`src/sv/assert_macros.svh`:
```
`ifndef ASSERT_MACROS_SVH
`define ASSERT_MACROS_SVH

// check a property every clock edge outside reset
`define SWFE_ASSERT(lbl, prop, msg) \
	lbl: assert property (@(posedge clk) disable iff (!arst_n) (prop)) else $error(msg);

// check that cond implies result in the same cycle
`define SWFE_ASSERT_IMPL(lbl, cond, res, msg) \
	lbl: assert property (@(posedge clk) disable iff (!arst_n) (cond) |-> (res)) else $error(msg);

// check that cond implies result in the next cycle
`define SWFE_ASSERT_NEXT(lbl, cond, res, msg) \
	lbl: assert property (@(posedge clk) disable iff (!arst_n) (cond) |=> (res)) else $error(msg);

`endif

```
`src/sv/swfe_pkg.sv`:
```
package swfe_pkg;

	typedef struct packed {
		logic [7:0] data_byte;
		logic       first_byte;
		logic       last_byte;
	} in_req_t;

	typedef struct packed {
		logic [15:0] chunk_bits;
		logic [4:0]  chunk_count;
		logic        frame_end;
	} out_req_t;

	typedef struct packed {
		logic [7:0] data;
		logic       idle;
		logic       cmd_bit;
		logic       gap;
		logic       pad;
		logic [3:0] pad_count;
	} cmd_t;

	localparam logic [6:0] CHUNK_ZERO = 7'h1F;
	localparam logic [6:0] CHUNK_ONE  = 7'h03;
	localparam logic [6:0] CHUNK_HIGH = 7'h7F;
	localparam logic [4:0] WIRE_BITS  = 5'd7;

	localparam logic [2:0] BYTE_IDX_MAX  = 3'd4;
	localparam logic [2:0] BYTE_IDX_READ = 3'd3;
	localparam logic [2:0] PHASE_SHIFT   = 3'd6;
	localparam logic [2:0] PHASE_IDLE    = 3'd1;

	localparam logic [3:0] STEP_IDLE     = 4'd0;
	localparam logic [3:0] STEP_CMD      = 4'd1;
	localparam logic [3:0] STEP_END      = 4'd10;
	localparam logic [3:0] STEP_PAD      = 4'd11;
	localparam logic [3:0] STEP_BIT_BASE = 4'd9;

	localparam int unsigned FIFO_DEPTH = 2;

	function automatic logic [15:0] wire_chunk(input logic one);
		wire_chunk = {9'd0, (one ? CHUNK_ONE : CHUNK_ZERO)};
	endfunction

endpackage

```
`src/sv/single_wire_frame_encoder_top.sv`:
```
// channel | dir | handshake                  | payload
// byte    | in  | byte_valid / byte_stall    | byte_req  (data_byte, first_byte, last_byte)
// chunk   | out | chunk_valid / chunk_stall  | chunk_req (chunk_bits, chunk_count, frame_end)
//
// Each byte yields 10 to 12 chunks, one per cycle from the back sequencer while
// chunk_stall stays low.
// The front classifies a byte in its accept cycle; a two-entry queue holds requests
// until the back is free, and the back loads a waiting one as it emits the last chunk.
// arst_n clears frame state, queue pointers and chunk_valid; no clearing pass is needed.
// chunk_stall holds the output register; byte_stall rises only when the queue is full.
module single_wire_frame_encoder_top (
	input  logic               clk,
	input  logic               arst_n,
	input  logic               byte_valid,
	output logic               byte_stall,
	input  swfe_pkg::in_req_t  byte_req,
	output logic               chunk_valid,
	input  logic               chunk_stall,
	output swfe_pkg::out_req_t chunk_req
);
	import swfe_pkg::*;

	logic fifo_full;
	logic fifo_empty;
	logic push;
	logic pop;
	cmd_t push_cmd;
	cmd_t pop_cmd;

	swfe_front u_front (
		.clk        (clk),
		.arst_n     (arst_n),
		.byte_valid (byte_valid),
		.byte_stall (byte_stall),
		.byte_req   (byte_req),
		.fifo_full  (fifo_full),
		.push       (push),
		.push_cmd   (push_cmd)
	);

	swfe_fifo u_fifo (
		.clk      (clk),
		.arst_n   (arst_n),
		.push     (push),
		.push_cmd (push_cmd),
		.full     (fifo_full),
		.pop      (pop),
		.empty    (fifo_empty),
		.pop_cmd  (pop_cmd)
	);

	swfe_back u_back (
		.clk         (clk),
		.arst_n      (arst_n),
		.empty       (fifo_empty),
		.pop_cmd     (pop_cmd),
		.pop         (pop),
		.chunk_valid (chunk_valid),
		.chunk_stall (chunk_stall),
		.chunk_req   (chunk_req)
	);

endmodule

```
`src/sv/swfe_front.sv`:
```
`include "assert_macros.svh"

module swfe_front (
	input  logic              clk,
	input  logic              arst_n,
	input  logic              byte_valid,
	output logic              byte_stall,
	input  swfe_pkg::in_req_t byte_req,
	input  logic              fifo_full,
	output logic              push,
	output swfe_pkg::cmd_t    push_cmd
);
	import swfe_pkg::*;

	logic [2:0] bit_phase_q;
	logic [2:0] byte_index_q;
	logic       read_mode_q;

	logic [2:0] phase_start;
	logic [2:0] phase_end;
	logic [2:0] idx_cur;
	logic       rm_cur;
	logic       rm_next;
	logic [2:0] idx_next;

	assign byte_stall = fifo_full;
	assign push       = byte_valid && !fifo_full;

	always_comb begin
		phase_start = byte_req.first_byte ? PHASE_IDLE : bit_phase_q;
		phase_end   = phase_start + PHASE_SHIFT;
		idx_cur     = byte_req.first_byte ? 3'd0 : byte_index_q;
		rm_cur      = byte_req.first_byte ? 1'b0 : read_mode_q;
		rm_next     = rm_cur || ((idx_cur == BYTE_IDX_READ) && byte_req.data_byte[7]);
		idx_next    = (idx_cur < BYTE_IDX_MAX) ? idx_cur + 3'd1 : idx_cur;

		push_cmd.data      = byte_req.data_byte;
		push_cmd.idle      = byte_req.first_byte;
		push_cmd.cmd_bit   = byte_req.first_byte || byte_req.last_byte;
		push_cmd.gap       = rm_cur && !byte_req.last_byte;
		push_cmd.pad       = byte_req.last_byte;
		push_cmd.pad_count = {1'b1, 3'd0 - phase_end};
	end

	always_ff @(posedge clk or negedge arst_n) begin
		if (!arst_n) begin
			bit_phase_q  <= '0;
			byte_index_q <= '0;
			read_mode_q  <= 1'b0;
		end else if (push) begin
			if (byte_req.last_byte) begin
				bit_phase_q  <= '0;
				byte_index_q <= '0;
				read_mode_q  <= 1'b0;
			end else begin
				bit_phase_q  <= phase_end;
				byte_index_q <= idx_next;
				read_mode_q  <= rm_next;
			end
		end
	end

	`SWFE_ASSERT_NEXT(a_frame_clear, push && byte_req.last_byte, (bit_phase_q == 3'd0) && (byte_index_q == 3'd0) && !read_mode_q, "state not cleared after last byte")
	`SWFE_ASSERT(a_index_sat, byte_index_q <= BYTE_IDX_MAX, "byte index past saturation")

endmodule

```
`src/sv/swfe_fifo.sv`:
```
`include "assert_macros.svh"

module swfe_fifo (
	input  logic           clk,
	input  logic           arst_n,
	input  logic           push,
	input  swfe_pkg::cmd_t push_cmd,
	output logic           full,
	input  logic           pop,
	output logic           empty,
	output swfe_pkg::cmd_t pop_cmd
);
	import swfe_pkg::*;

	cmd_t       slot_q [FIFO_DEPTH];
	logic       wr_ptr_q;
	logic       rd_ptr_q;
	logic [1:0] count_q;

	assign full    = (count_q == 2'(FIFO_DEPTH));
	assign empty   = (count_q == 2'd0);
	assign pop_cmd = slot_q[rd_ptr_q];

	always_ff @(posedge clk) begin
		if (push && !full) begin
			slot_q[wr_ptr_q] <= push_cmd;
		end
	end

	always_ff @(posedge clk or negedge arst_n) begin
		if (!arst_n) begin
			wr_ptr_q <= 1'b0;
			rd_ptr_q <= 1'b0;
			count_q  <= '0;
		end else begin
			if (push && !full) begin
				wr_ptr_q <= !wr_ptr_q;
			end
			if (pop && !empty) begin
				rd_ptr_q <= !rd_ptr_q;
			end
			count_q <= count_q + 2'(push && !full) - 2'(pop && !empty);
		end
	end

	`SWFE_ASSERT(a_count_range, count_q <= 2'(FIFO_DEPTH), "queue count overflow")

endmodule

```
`src/sv/swfe_back.sv`:
```
`include "assert_macros.svh"

module swfe_back (
	input  logic               clk,
	input  logic               arst_n,
	input  logic               empty,
	input  swfe_pkg::cmd_t     pop_cmd,
	output logic               pop,
	output logic               chunk_valid,
	input  logic               chunk_stall,
	output swfe_pkg::out_req_t chunk_req
);
	import swfe_pkg::*;

	cmd_t       cur_q;
	logic       busy_q;
	logic [3:0] step_q;
	logic       out_valid_q;
	out_req_t   out_q;

	logic       emit;
	logic       last_step;
	out_req_t   chunk;
	logic [2:0] bit_sel;

	assign chunk_valid = out_valid_q;
	assign chunk_req   = out_q;

	assign emit      = busy_q && (!out_valid_q || !chunk_stall);
	assign last_step = (step_q == STEP_PAD) || ((step_q == STEP_END) && !cur_q.pad);
	assign pop       = !empty && (!busy_q || (emit && last_step));
	assign bit_sel   = 3'(STEP_BIT_BASE - step_q);

	always_comb begin
		chunk.chunk_count = WIRE_BITS;
		chunk.frame_end   = 1'b0;
		case (step_q)
			STEP_IDLE: begin
				chunk.chunk_bits  = 16'd1;
				chunk.chunk_count = 5'd1;
			end
			STEP_CMD: begin
				chunk.chunk_bits = wire_chunk(cur_q.cmd_bit);
			end
			STEP_PAD: begin
				chunk.chunk_bits  = 16'hFFFF >> (5'd16 - {1'b0, cur_q.pad_count});
				chunk.chunk_count = {1'b0, cur_q.pad_count};
				chunk.frame_end   = 1'b1;
			end
			default: begin
				if (cur_q.gap) begin
					chunk.chunk_bits = {9'd0, CHUNK_HIGH};
				end else if (step_q == STEP_END) begin
					chunk.chunk_bits = wire_chunk(1'b0);
				end else begin
					chunk.chunk_bits = wire_chunk(cur_q.data[bit_sel]);
				end
			end
		endcase
	end

	always_ff @(posedge clk) begin
		if (pop) begin
			cur_q <= pop_cmd;
		end
		if (emit) begin
			out_q <= chunk;
		end
	end

	always_ff @(posedge clk or negedge arst_n) begin
		if (!arst_n) begin
			busy_q      <= 1'b0;
			step_q      <= STEP_IDLE;
			out_valid_q <= 1'b0;
		end else begin
			if (pop) begin
				busy_q <= 1'b1;
				step_q <= pop_cmd.idle ? STEP_IDLE : STEP_CMD;
			end else if (emit && last_step) begin
				busy_q <= 1'b0;
			end else if (emit) begin
				step_q <= step_q + 4'd1;
			end
			if (emit) begin
				out_valid_q <= 1'b1;
			end else if (!chunk_stall) begin
				out_valid_q <= 1'b0;
			end
		end
	end

	`SWFE_ASSERT_IMPL(a_pad_step, busy_q && (step_q == STEP_PAD), cur_q.pad, "pad step without last byte")
	`SWFE_ASSERT_IMPL(a_step_range, busy_q, step_q <= STEP_PAD, "step out of range")

endmodule
```
`config.mk`:
```
export PLATFORM = sky130hd
export DESIGN_NAME = single_wire_frame_encoder_top
export DESIGN_NICKNAME = d
export VERILOG_FILES = /design/src/sv/swfe_pkg.sv /design/src/sv/single_wire_frame_encoder_top.sv /design/src/sv/swfe_front.sv /design/src/sv/swfe_fifo.sv /design/src/sv/swfe_back.sv
export VERILOG_INCLUDE_DIRS = /design/src /design/src/sv
export SDC_FILE = /design/constraint.sdc
export NUM_CORES = 1
export LEC_CHECK = 0
export BUFFER_PORTS_ARGS = -buffer_cell sky130_fd_sc_hd__buf_2
export CELL_PAD_IN_SITES_DETAIL_PLACEMENT = 1
export CELL_PAD_IN_SITES_GLOBAL_PLACEMENT = 2
export CORE_ASPECT_RATIO = 0.75
export CORE_UTILIZATION = 45
export CTS_BUF_LIST = sky130_fd_sc_hd__clkbuf_4 sky130_fd_sc_hd__clkbuf_8
export CTS_CLUSTER_SIZE = 25
export DETAILED_ROUTE_END_ITERATION = 12
export PLACE_DENSITY_LB_ADDON = 0.1
export SLEW_MARGIN = 20
export SYNTH_ARGS = -nofsm -noshare
export SYNTH_HDL_FRONTEND = slang
export SYNTH_HIERARCHICAL = 1
export SYNTH_SLANG_ARGS = --single-unit
export TNS_END_PERCENT = 10
```
`constraint.sdc`:
```
create_clock -name clk -period 6.4 [get_ports clk]
set_input_delay 1.28 -clock clk [delete_from_list [all_inputs] [get_ports clk]]
set_output_delay 1.28 -clock clk [all_outputs]
set_load 0.02 [all_outputs]
```
==> flow_summary_export.csv <==
group,metric,value,unit
floorplan,chipWidth,109,µm
logic_synthesis,synth_top_area_cell,"edfxtp_1",
detailed_routing,route.detailed.drc,0,
pwr,power_leakage,1.69,nW
critical_path,critical-path-max-stage-delay,300,ps
sta,worst_slew_pin_slew,886,ps
global_route,grt.met3_usage,0.0440,
sta,max_slew_margin,0.409,
logic_synthesis,synth.yosys.seq_area_share,0.637,
floorplan,initial_core_util,0.476,
sta,setup_repair_after_global_routing_missed_its_margin,"false",
detailed_routing,num_vias,2197,
detailed_routing,routed_wire_length_per_instance,16.5,µm
layout,area.growth.synth_to_final,9.21,%
global_route,grt_pass1_vias,2113,
critical_path,setup.worst_path.end_class,"flop",
logic_synthesis,yosysUniqueCellTypes,60,
sta,timing.hold.ws,508,ps
logic_synthesis,number_of_enable_flip_flop_cells_after_synthesis,68,
logic_synthesis,synth_cells,275,
logic_synthesis,ys_ff_latch,85,
sta,min_period,2820,ps
global_route,global_route.peak_usage_layer,"met2",
critical_path,cp-startpoint,"chunk_stall",
detailed_routing,antenna_left,0,
place,dp_hpwl,4830,µm
layout,instances_no_fill,415,
clocking,cts_buffers,9,
detailed_routing,postRouteWirelength,6860,µm
sta,timing.final.max_slew_violations,0,
clocking,cts_hold_buf,0,
run_status,outcome,"finished clean",
global_route,grt_pass1_wl,11200,µm
critical_path,critical_path.top_delay_family,"buffers and inverters",
place,gp_congestion,0.745,
sta,setup_tns,0,ps
global_route,gr-usage-met1,0.232,
critical_path,crit_arrival,3120,ps
critical_path,cp.required,6690,ps
clocking,worstSkewPairLatency,360,ps
clocking,cts_tree,"yes",
global_route,gr-usage-all-layers,0.171,
clocking,cts_resized,0,
floorplan,placeableCoreArea,0.00813,mm²
sta,clock.fmax,354,MHz
clocking,clock_path_buffers,2,
logic_synthesis,post_synth.cell_area_avg,14.1,µm²
critical_path,timing.critical_path.from_type,"input pin",
floorplan,dieArea,0.00898,mm²
sta,final.setup_skew,12.6,ps
clocking,post_cts.repair.setup_buffers,0,
detailed_routing,drt_first_pass_iters,4,
logic_synthesis,async_reset_ff_frac,0.200,
pwr,post_route_total_power,0.00171,W
critical_path,r2r_start,"u_back/step_q[0]",
clocking,cts-htree-levels,3,
detailed_routing,viasPerCell,5.29,
layout,finalNetCount,331,
worst_hold_path,hp-start,"u_fifo/count_q[1]",
pwr,pwr_cell_area,404,mW/mm²
global_route,antenna_found_initial,0,
flow_run,drv_cap,0,
logic_synthesis,post_synth_design_cell_area,0.00387,mm²
global_route,grt.overflow.total,0,
logic_synthesis,area_share_of_the_largest_cell_type_after_synthesis,0.527,
sta,layout_worst_path_cycle_share,0.441,
critical_path,cpMaxStageDelayCell,"inv_2",
critical_path,timing.critical_path.cells,"buf_2, nand2_1, o211ai_1, a21o_1, inv_2, nor2b_2, ha_1, inv_1, ha_1, xnor2_1, xnor2_1",
critical_path,crit_buf_inv,3,
layout,final_layout_size_suffix_gt1_frac,0.265,
layout,antenna_cells,0,
clocking,clk_pin_slew_worst_paths,90,ps
logic_synthesis,syn-num-nets,301,
floorplan,ios,38,
floorplan,die_y,82.3,µm
clocking,cts_sinks,85,
sta,hold_violations,0,
global_route,pin_count_of_the_biggest_net_entering_global_routing,25,
pwr,vdd_ir_drop_max,0.194,mV
logic_synthesis,synthesis.yosys.warnings,6,
detailed_routing,detail_route.iter0.violations,78,
floorplan,core.rowCount,28,
global_route,met2_grt_util,0.259,
logic_synthesis,yosys_most_used_dff,"edfxtp_1",
critical_path,timing.setup.critical_path_class,"in2reg",
critical_path,cp_max_fo,19,
clocking,cts.root.buffer_cell,"clkbuf_8",
logic_synthesis,biggest_area_contributors_in_the_synthesized_netlist,"edfxtp_1 53%, dfrtp_1 11%, ha_1 3.9%",
place,numPlacedInstances,399,
sta,finalSetupViolCount,0,
worst_hold_path,worst_hold_path_type,"reg2reg",
place,io_buffer_count,36,
==> state kept, by name, summed over array words and instances (netlist names), 2 cells and up <==
| register | flops |
|---|---|
| u_front/bit_phase_q | 3 |
| u_back/chunk_req | 21 |
| u_back/cur_q | 15 |
| u_front/byte_index_q | 3 |
| u_fifo/slot_q | 32 |
| u_back/step_q | 4 |
| u_fifo/count_q | 2 |
==> worst reg2reg max path, stage by stage (launching register included) <==
cell and delay [ps]:
dfrtp_1 490, inv_1 170, ha_1 180, nor2b_1 230
o211ai_1 150, a21o_1 230, inv_2 300, nor2b_2 260
ha_1 240, inv_1 50, ha_1 140, xnor2_1 130
xnor2_1 130
==> through the flow <==
| step | cell area, µm² | worst slack (ps) | utilization |
|---|---|---|---|
| after global routing | 4230 | 3320 | 0.520 |
| after floorplan | 3870 | 3520 | - |
| after CTS | 4230 | 3550 | 0.520 |
| after global placement | 4040 | 3260 | 0.497 |
| final | 4230 | 3580 | 0.520 |
| after detailed placement | 4040 | 3160 | 0.497 |
==> cell usage after synthesis, drive strengths merged, types with 5 or more instances <==
cell	count
nand2	15
ha	12
nor2b	10
a21oi	5
edfxtp	68
buf	17
dfrtp	17
mux2	16
o21ai	13
nand2b	8
inv	19
nor2	11
==> where the power goes <==
part	switching [W]	internal [W]
Clock	0.000213	0.000151
Sequential	0.0000933	0.000761
Combinational	0.000268	0.000222
==> cells in the final DEF, fill, tap and decap left out, drive strengths merged, types with 3 or more instances in the layout <==
cell type  Yosys  routed
xor2           3       3
buf           17      37
a21o           4       4
xnor2          3       3
edfxtp        68      68
mux2          16      16
or2            3       3
nand2b         8       8
inv           19      25
a21oi          5       5
nor2b         10      10
o31ai          3       3
nor2          11      11
nand3          4       4
dfrtp         17      17
nand3b         4       4
nand2         15      15
o21ai         13      13
ha            12      12
clkbuf         1       9
a31oi          3       3
==> per-layer routing <==
| metal | vias to the layer above | share of wire |
|---|---|---|
| met5 | - | 0 |
| met4 | 0 | 0.014 |
| met3 | 9 | 0.050 |
| met2 | 56 | 0.44 |
| met1 | 1085 | 0.50 |
| li1 | 1047 | - |
==> final timing paths <==
check	end	slack (ps)	depth (start not counted)
min	u_fifo/count_q[1]	510	1
max in group asynchronous	u_fifo/count_q[0]	5260	1
max	u_fifo/count_q[1]	3580	11
min in group asynchronous	u_front/byte_index_q[2]	830	1
min reg2reg	u_fifo/count_q[1]	510	1
max reg2reg	u_fifo/count_q[1]	3610	12
==> logic make-up after synthesis <==
logic type	synth area share
AO/OA/AOI/OAI	0.0830
adder cells (fa/ha/maj)	0.0388
other	0.00194
buffers and inverters	0.0569
AND/OR/NAND/NOR	0.105
XOR/XNOR	0.0136
multiplexers	0.0637
flip-flops	0.637
==> final cells by class <==
| type | instances | area (µm²) |
|---|---|---|
| inverter | 19 | 71.3 |
| tap | 105 | 131 |
| multi-input combinational | 153 | 1180 |
| clock inverter | 7 | 62.6 |
| clock buffer | 9 | 124 |
| timing repair buffer | 37 | 188 |
| fill | 811 | 3900 |
| sequential | 85 | 2470 |
No activity file was read; power rests on OpenSTA's default activity.
